**src/sv/pipo_pkg.sv**
```systemverilog
package pipo_pkg;

   localparam int ROUNDS  = 13;
   localparam int RND_W   = $clog2(ROUNDS + 1);
   localparam int BLK_W   = 64;
   localparam int PADDR_W = 4;
   localparam int PDATA_W = 64;

   // register byte addresses
   localparam logic [PADDR_W-1:0] ADDR_KEY_LOW  = PADDR_W'(0);
   localparam logic [PADDR_W-1:0] ADDR_KEY_HIGH = PADDR_W'(8);

   // left rotate amount for each byte slice
   localparam logic [2:0] ROT_AMT [8] = '{3'd0, 3'd7, 3'd4, 3'd3, 3'd6, 3'd5, 3'd1, 3'd2};

   typedef struct packed {
      logic             valid;
      logic [BLK_W-1:0] data;
   } stage_type;

   function automatic logic [7:0] rotl8(input logic [7:0] v, input logic [2:0] r);
      logic [15:0] d;
      d = {v, v} << r;
      return d[15:8];
   endfunction

   function automatic logic [BLK_W-1:0] sched_key(input logic [BLK_W-1:0] lo,
                                                  input logic [BLK_W-1:0] hi,
                                                  input logic [RND_W-1:0] r);
      logic [BLK_W-1:0] rk;
      rk = r[0] ? hi : lo;
      rk[7:0] = rk[7:0] ^ 8'(r);
      return rk;
   endfunction

   // bitsliced s-box over the eight byte slices, then per-byte rotation
   function automatic logic [BLK_W-1:0] sbox_perm(input logic [BLK_W-1:0] blk);
      logic [7:0] x [8];
      logic [7:0] t0, t1, t2;
      logic [BLK_W-1:0] res;
      for (int k = 0; k < 8; k++) x[k] = blk[8*k +: 8];
      // first 5-bit layer
      x[5] = x[5] ^ (x[7] & x[6]);
      x[4] = x[4] ^ (x[3] & x[5]);
      x[7] = x[7] ^ x[4];
      x[6] = x[6] ^ x[3];
      x[3] = x[3] ^ (x[4] | x[5]);
      x[5] = x[5] ^ x[7];
      x[4] = x[4] ^ (x[5] & x[6]);
      // 3-bit layer
      x[2] = x[2] ^ (x[1] & x[0]);
      x[0] = x[0] ^ (x[2] | x[1]);
      x[1] = x[1] ^ (x[2] | x[0]);
      x[2] = ~x[2];
      // extension
      x[7] = x[7] ^ x[1];
      x[3] = x[3] ^ x[2];
      x[4] = x[4] ^ x[0];
      // second 5-bit layer
      t0 = x[7];
      t1 = x[3];
      t2 = x[4];
      x[6] = x[6] ^ (t0 & x[5]);
      t0 = t0 ^ x[6];
      x[6] = x[6] ^ (t2 | t1);
      t1 = t1 ^ x[5];
      x[5] = x[5] ^ (x[6] | t2);
      t2 = t2 ^ (t1 & t0);
      // truncation and slice swap
      x[2] = x[2] ^ t0;
      t0 = x[1] ^ t2;
      x[1] = x[0] ^ t1;
      x[0] = x[7];
      x[7] = t0;
      t1 = x[3];
      x[3] = x[6];
      x[6] = t1;
      t2 = x[4];
      x[4] = x[5];
      x[5] = t2;
      for (int k = 0; k < 8; k++) res[8*k +: 8] = rotl8(x[k], ROT_AMT[k]);
      return res;
   endfunction

endpackage

```
**src/sv/pipo_csr.sv**
```systemverilog
module pipo_csr (
   input  logic                          clock,
   input  logic                          reset,
   input  logic                          psel,
   input  logic                          penable,
   input  logic                          pwrite,
   input  logic [pipo_pkg::PADDR_W-1:0]  paddr,
   input  logic [pipo_pkg::PDATA_W-1:0]  pwdata,
   output logic [pipo_pkg::PDATA_W-1:0]  prdata,
   output logic                          pready,
   output logic [pipo_pkg::BLK_W-1:0]    key_low,
   output logic [pipo_pkg::BLK_W-1:0]    key_high
);
   import pipo_pkg::*;

   logic [BLK_W-1:0] key_low_ff, key_high_ff;
   logic             wr_en;

   // low address bits are ignored, bit 3 picks the register
   assign wr_en  = psel && penable && pwrite;
   assign pready = 1'b1;
   assign prdata = paddr[3] ? key_high_ff : key_low_ff;

   always_ff @(posedge clock) begin
      if (reset) begin
         key_low_ff  <= '0;
         key_high_ff <= '0;
      end else if (wr_en) begin
         if (paddr[3] == ADDR_KEY_HIGH[3]) begin
            key_high_ff <= pwdata;
         end else begin
            key_low_ff <= pwdata;
         end
      end
   end

   assign key_low  = key_low_ff;
   assign key_high = key_high_ff;

endmodule

```
**src/sv/pipo_round.sv**
```systemverilog
module pipo_round (
   input  logic                       clock,
   input  logic                       reset,
   input  logic                       load,
   input  logic [pipo_pkg::BLK_W-1:0] rkey,
   input  pipo_pkg::stage_type        stage_prev,
   output pipo_pkg::stage_type        stage_out
);
   import pipo_pkg::*;

   logic             valid_ff;
   logic [BLK_W-1:0] data_ff, data_in;

   assign data_in = sbox_perm(stage_prev.data) ^ rkey;

   always_ff @(posedge clock) begin
      if (reset) begin
         valid_ff <= 1'b0;
      end else if (load) begin
         valid_ff <= stage_prev.valid;
      end
   end

   always_ff @(posedge clock) begin
      if (load) begin
         data_ff <= data_in;
      end
   end

   assign stage_out.valid = valid_ff;
   assign stage_out.data  = data_ff;

endmodule

```
**src/sv/bitsliced_64bit_block_encrypt.sv**
```systemverilog
// PIPO-64/128 encryption, fully unrolled: one register stage for the key-0 whitening and one
// per round (13), so a block goes in every cycle when nothing stalls, passing the whitening
// register and then each round register; the last round register is the output register. Each
// stage moves on when it is empty or when the stage after it moves, so a stall on the result
// side fills bubbles first and only stops the input side once all 14 stages hold blocks. The two
// 64-bit key halves sit at byte addresses 0 (low) and 8 (high) of the register port and are read
// live by every stage, so they are only to be written while no block is in flight.
module bitsliced_64bit_block_encrypt (
   input  logic                          clock,
   input  logic                          reset,
   // input transfer
   input  logic                          req_valid,
   output logic                          req_stall,
   input  logic [pipo_pkg::BLK_W-1:0]    req_plain_block,
   // result transfer
   output logic                          rsp_valid,
   input  logic                          rsp_stall,
   output logic [pipo_pkg::BLK_W-1:0]    rsp_cipher_block,
   // register port
   input  logic                          psel,
   input  logic                          penable,
   input  logic                          pwrite,
   input  logic [pipo_pkg::PADDR_W-1:0]  paddr,
   input  logic [pipo_pkg::PDATA_W-1:0]  pwdata,
   output logic [pipo_pkg::PDATA_W-1:0]  prdata,
   output logic                          pready
);
   import pipo_pkg::*;

   logic [BLK_W-1:0] key_low, key_high;

   // stage 0 is the whitening register, stages 1..ROUNDS the rounds
   stage_type        stage [ROUNDS+1];
   logic [ROUNDS+1:0] ready;

   logic             wh_valid_ff;
   logic [BLK_W-1:0] wh_data_ff, wh_data_in;

   pipo_csr u_csr (
      .clock    (clock),
      .reset    (reset),
      .psel     (psel),
      .penable  (penable),
      .pwrite   (pwrite),
      .paddr    (paddr),
      .pwdata   (pwdata),
      .prdata   (prdata),
      .pready   (pready),
      .key_low  (key_low),
      .key_high (key_high)
   );

   // ready ripples back from the output: a stage may load when empty or when it drains
   always_comb begin
      ready[ROUNDS+1] = !rsp_stall;
      for (int i = ROUNDS; i >= 0; i--) begin
         ready[i] = !stage[i].valid || ready[i+1];
      end
   end

   assign req_stall = !ready[0];

   // whitening with round key 0
   assign wh_data_in = req_plain_block ^ sched_key(key_low, key_high, RND_W'(0));

   always_ff @(posedge clock) begin
      if (reset) begin
         wh_valid_ff <= 1'b0;
      end else if (ready[0]) begin
         wh_valid_ff <= req_valid;
      end
   end

   always_ff @(posedge clock) begin
      if (ready[0]) begin
         wh_data_ff <= wh_data_in;
      end
   end

   assign stage[0].valid = wh_valid_ff;
   assign stage[0].data  = wh_data_ff;

   // one round per stage
   for (genvar r = 1; r <= ROUNDS; r++) begin : g_round
      pipo_round u_round (
         .clock      (clock),
         .reset      (reset),
         .load       (ready[r]),
         .rkey       (sched_key(key_low, key_high, RND_W'(r))),
         .stage_prev (stage[r-1]),
         .stage_out  (stage[r])
      );
   end

   // last round register drives the result transfer
   assign rsp_valid        = stage[ROUNDS].valid;
   assign rsp_cipher_block = stage[ROUNDS].data;

endmodule

```
**config.mk**
```make
export PLATFORM = sky130hd
export DESIGN_NAME = bitsliced_64bit_block_encrypt
export DESIGN_NICKNAME = d
export VERILOG_FILES = /design/src/sv/pipo_pkg.sv /design/src/sv/pipo_csr.sv /design/src/sv/pipo_round.sv /design/src/sv/bitsliced_64bit_block_encrypt.sv
export SDC_FILE = /design/constraint.sdc
export NUM_CORES = 2
export LEC_CHECK = 0
export ABC_AREA = 1
export BUFFER_PORTS_ARGS = -buffer_cell sky130_fd_sc_hd__buf_4
export CAP_MARGIN = 20
export CORE_MARGIN = 1.5
export CORE_UTILIZATION = 40
export DETAILED_ROUTE_END_ITERATION = 16
export REMOVE_ABC_BUFFERS = 1
export SYNTH_ARGS = -nofsm -noshare
export SYNTH_HDL_FRONTEND = slang
export SYNTH_SLANG_ARGS = --single-unit
```
**constraint.sdc**
```tcl
create_clock -name clock -period 11 [get_ports clock]
set_input_delay 1.1 -clock clock [delete_from_list [all_inputs] [get_ports clock]]
set_output_delay 1.1 -clock clock [all_outputs]
set_load 0.01 [all_outputs]
```
# Word level (Yosys, flattened, before mapping)
# Index checks and enable logic that the tools add are counted.
# op_classes
n_mux	1
n_bitwise	470
reduce_logical	34
# ops
op	n
$xor 8x8->8	286
$xor 64x64->64	14
$and 8x8->8	78
$or 8x8->8	65
$not 8->8	13
$mux 64	1
$logic_not 1->1	16
$logic_or 1x1->1	14
$not 2->2	6
$not 3->3	3
$not 1->1	5
$reduce_and 2->1	2
$logic_and 1x1->1	2
# word_totals
register_bits	1038
in_bits	139
elab_cells	535
output_inout_bits	131

# Depth between registers and ports, before layout
# depth
ltp_word	16
ltp_mapped	18
depth_no_buf	18

# Modules after synthesis
# From an unflattened synthesis, not the netlist that was laid out.
# unflattened
cells_unflattened	11117
hier_area_um2	83953.0
# modules_own_cells
mod	seq_area_each_um2	cells_each	instances	area_each_um2
pipo_round	1941.9	768	13	5788.1
pipo_csr	2562.5	974	1	6003.3
bitsliced_64bit_block_encrypt	1941.9	159	1	2705.1

# Worst setup path before layout
# OpenSTA, ideal clock, no wires.
# synth_path
path_type	in2out
start	input port rsp_stall
end	output port req_stall
n_path_buf	0
path_stages	9
setup_slack_ps	1283
arrival_ps	8617
required_ps	9900
path_cell_list	nand4_1 or2_4 nor2_4 nand4_4 nor2_4 nand4_2 nor2_1 nand2_1 inv_1
# synth_via
elab_chain_cells	16
# synth_lines
item	line_no	rtl
start: declaration	bitsliced_64bit_block_encrypt.sv:17	input logic rsp_stall,
$logic_not 1->1	bitsliced_64bit_block_encrypt.sv:55	ready[ROUNDS+1] = !rsp_stall;
$logic_or 1x1->1 (4 in series)	bitsliced_64bit_block_encrypt.sv:57	ready[i] = !stage[i].valid || ready[i+1];
via g_round[10].u_round.load	pipo_round.sv:4	input logic load,
$logic_or 1x1->1 (4 in series)	bitsliced_64bit_block_encrypt.sv:57	
via g_round[6].u_round.load	pipo_round.sv:4	
$logic_or 1x1->1 (4 in series)	bitsliced_64bit_block_encrypt.sv:57	
via g_round[2].u_round.load	pipo_round.sv:4	
$logic_or 1x1->1 (2 in series)	bitsliced_64bit_block_encrypt.sv:57	
via ready[0]	bitsliced_64bit_block_encrypt.sv:34	logic [ROUNDS+1:0] ready;
$logic_not 1->1	bitsliced_64bit_block_encrypt.sv:61	assign req_stall = !ready[0];
end: declaration	bitsliced_64bit_block_encrypt.sv:13	output logic req_stall,
# The timed path passes the listed nets, and every way through them passes these cells.

# Worst setup path after layout
# layout_path
start	input port rsp_stall
end	output port req_stall
# layout_via
elab_chain_cells	16
# layout_lines
item	line_no
$logic_not 1->1	bitsliced_64bit_block_encrypt.sv:55
$logic_or 1x1->1 (3 in series)	bitsliced_64bit_block_encrypt.sv:57
via g_round[11].u_round.load	pipo_round.sv:4
$logic_or 1x1->1	bitsliced_64bit_block_encrypt.sv:57
via g_round[10].u_round.load	pipo_round.sv:4
$logic_or 1x1->1 (4 in series)	bitsliced_64bit_block_encrypt.sv:57
via g_round[6].u_round.load	pipo_round.sv:4
$logic_or 1x1->1 (4 in series)	bitsliced_64bit_block_encrypt.sv:57
via g_round[2].u_round.load	pipo_round.sv:4
$logic_or 1x1->1 (2 in series)	bitsliced_64bit_block_encrypt.sv:57
via ready[0]	bitsliced_64bit_block_encrypt.sv:34
$logic_not 1->1	bitsliced_64bit_block_encrypt.sv:61
# The timed path passes the listed nets, and every way through them passes these cells.

==> out/results.ini <==
[final_layout]
drive_above_1_share_pct = 12.2
area_delta_synth_final_pct = 12.0
final_area_um2 = 93200
n_fill_cell = 20206
nets = 11443
final_cells = 14214

[route]
num_vias = 77819
wirelength_um = 361000
ant_nets = 0
firstDrtPassIters = 12
viasPerCell = 5.47
drt_iter0_drc = 9575
drc_errors = 0
wl_per_cell_um = 25.4

[setup_path]
critPathKind = in -> out
critPathArrivalTime_ns = 5.73
crit_fanout = 66
required_ns = 9.90
crit_path_end_kind = primary output
startpoint_type = primary input

[synth]
synth-warning-count = 0
syn_avg_cell_area_um2 = 7.60
yosys-top-cells-area = edfxtp_1 (32%), nand2_1 (15%), xor2_1 (12%)
ys_top_cells_by_count = nand2_1 (3385), nand3_1 (1990), inv_1 (1165)
synth-edff-count = 896
synth_compound_gate_area_share_pct = 2.00
yosys.area_share.simple_pct = 35.9
synth_adder_area_share_pct = 0
synth_xor_area_share_pct = 20.0
syn_inst = 10955
netlist_area_um2 = 83300
yosysUniqueCellTypes = 29
yosysSeqAreaShare_pct = 35.7
synth-seq-cells = 1038
yosysMostFrequentCell = nand2_1
synthArstFlopShare_pct = 0
synth.area.mux_share_pct = 0
ys.flop_type = edfxtp_1
synth_top_family_by_area = simple AND/OR/NAND/NOR gates
yosysTopAreaCellShare_pct = 32.3
yosysTopAreaCell = edfxtp_1

[floorplan]
die_h_um = 459
die-area_um2 = 211000
io_pins = 270
start_util_pct = 40.2
row_count = 167
die_x_um = 459
core-area_um2 = 207000

[timing]
rsz0062_at_grt = false
fmax_ghz = 0.146
slew_headroom_pct = 23.0
slew_violations = 0
worst_slew_pin_slew_ns = 1.15
finalSetupViolations = 0
tns_ns = 0
timing.final.crit_share_pct = 62.1
finalHoldViolations = 0
clock_skew_ns = 0.0756
min_period_ns = 6.83

[clocking]
clk_path_buf_depth = 3
cts_tree = built
cts_max_level = 3
cts_resized = 0
clock_latency_ns = 0.83
cts_made_buffers = 121
cts_hold_buffers = 0
cts.root.buffer_cell = clkbuf_16
clkTransAtPathRegs_ns = 0.06
clkSinkCount = 1038
post_cts_buffers = 0

[global_route]
grt-busiest-layer = met2
antenna_found_initial = 38
grt_pass1_vias = 68777
grt_usage_pct = 33.3
grt_max_degree = 99
gr-total-overflow = 0
met3_usage_pct = 8.85
grt_use_met1_pct = 40.0
grt_first_pass_wirelength_um = 494000
met2_usage_pct = 49.4

[placement]
place_hpwl_um = 265000
dp_cells = 13969
io_buffers = 265
placed_area_um2 = 89100
gp_congestion = 0.985

[job]
drv_cap = 0

[hold_path]
hold_path_class = reg -> reg

[run_status]
status = finished clean

-- metrics by stage --
step / utilization, % / hold WS (ns) / setup WS (ns)
after global placement: 43.0 / 0.458 / 4.22
final: 45.0 / 0.459 / 4.17
after global routing: 45.0 / 0.474 / 3.86
after floorplan: - / 0.424 / 1.28
after CTS: 45.0 / 0.450 / 4.15
after detailed placement: 43.0 / 0.442 / 4.14
-- final timing paths --
| kind | from | slack (ns) | cells after the start | to |
|---|---|---|---|---|
| worst max-delay path | rsp_stall | 4.17 | 15 | req_stall |
| worst min-delay path | g_round[11].u_round.valid_ff | 0.46 | 2 | g_round[12].u_round.valid_ff |
| worst max register to register | g_round[13].u_round.valid_ff | 5.28 | 13 | wh_data_ff[28] |
| worst min register to register | g_round[11].u_round.valid_ff | 0.46 | 2 | g_round[12].u_round.valid_ff |
-- routing by layer --
layer	wire length (um)	vias up
met3	40200	1003
met4	36300	12
met2	151000	3961
li1	-	36122
met1	133000	36721
met5	76	-
-- critical path: stages --
cell	delay, ns
buf_4	0.14
nand4_1	0.10
buf_4	0.69
or2_4	0.24
buf_4	0.66
nor2_4	0.12
nand4_4	0.12
buf_4	0.69
nor2_4	0.16
nand4_4	0.11
buf_4	0.66
nor2_1	0.23
nand2_4	0.33
inv_1	0.10
buf_4	0.16
-- final cells by class --
cell class | instances | area, um2 | area share, %
multi-input cells | 8512 | 48300 | 51.8
flip-flops and latches | 1038 | 29800 | 31.9
inverters | 1273 | 4780 | 5.13
well taps | 2788 | 3490 | 3.74
clock buffers | 162 | 3330 | 3.58
repair buffers | 358 | 2690 | 2.89
clock inverters | 66 | 796 | 0.854
diodes | 17 | 42.5 | 0.0456
-- logic make-up after synthesis --
family / after synthesis
AOI/OAI and AO/OA: 290
other: 1
buffers and inverters: 1405
xor gates and xnor gates: 1702
and+or+nand+nor: 6519
DFF: 1038
-- flip-flops by register name, summed over array words and instances (netlist names) --
| name | flops |
|---|---|
| g_round.u_round.data_ff | 832 |
| g_round.u_round.valid_ff | 13 |
| u_csr.key_high | 64 |
| u_csr.key_low | 64 |
| wh_data_ff | 64 |
| wh_valid_ff | 1 |
-- cells in the final DEF (no fill, tap or decap), types with 15 or more instances in the layout --
| cell type | netlist | final |
|---|---|---|
| nand3b_1 | 195 | 195 |
| clkbuf_1 | 107 | 28 |
| nor2_1 | 395 | 393 |
| nand3_2 | 89 | 89 |
| buf_4 | 1 | 357 |
| clkinv_1 | 5 | 21 |
| clkbuf_16 | 0 | 123 |
| inv_2 | 103 | 107 |
| nand2_4 | 98 | 100 |
| xor2_2 | 127 | 127 |
| nand3_1 | 1990 | 1987 |
| diode_2 | 0 | 17 |
| xnor2_1 | 309 | 309 |
| nand2_1 | 3385 | 3381 |
| a211oi_1 | 87 | 87 |
| edfxtp_1 | 896 | 896 |
| nand2_2 | 290 | 292 |
| a21oi_1 | 55 | 55 |
| dfxtp_1 | 142 | 121 |
| inv_1 | 1165 | 1158 |
| xor2_1 | 1162 | 1162 |
| o21ai_0 | 133 | 133 |
| bufinv_16 | 0 | 15 |
| o21ai_1 | 15 | 15 |
| clkinv_2 | 0 | 22 |
| nand4_1 | 72 | 72 |
| dfxtp_2 | 0 | 21 |
| xnor2_2 | 104 | 104 |
Power is left out: the tool's default activity adds up to more than one toggle a clock period on the data nets, which glitch-free logic cannot reach.
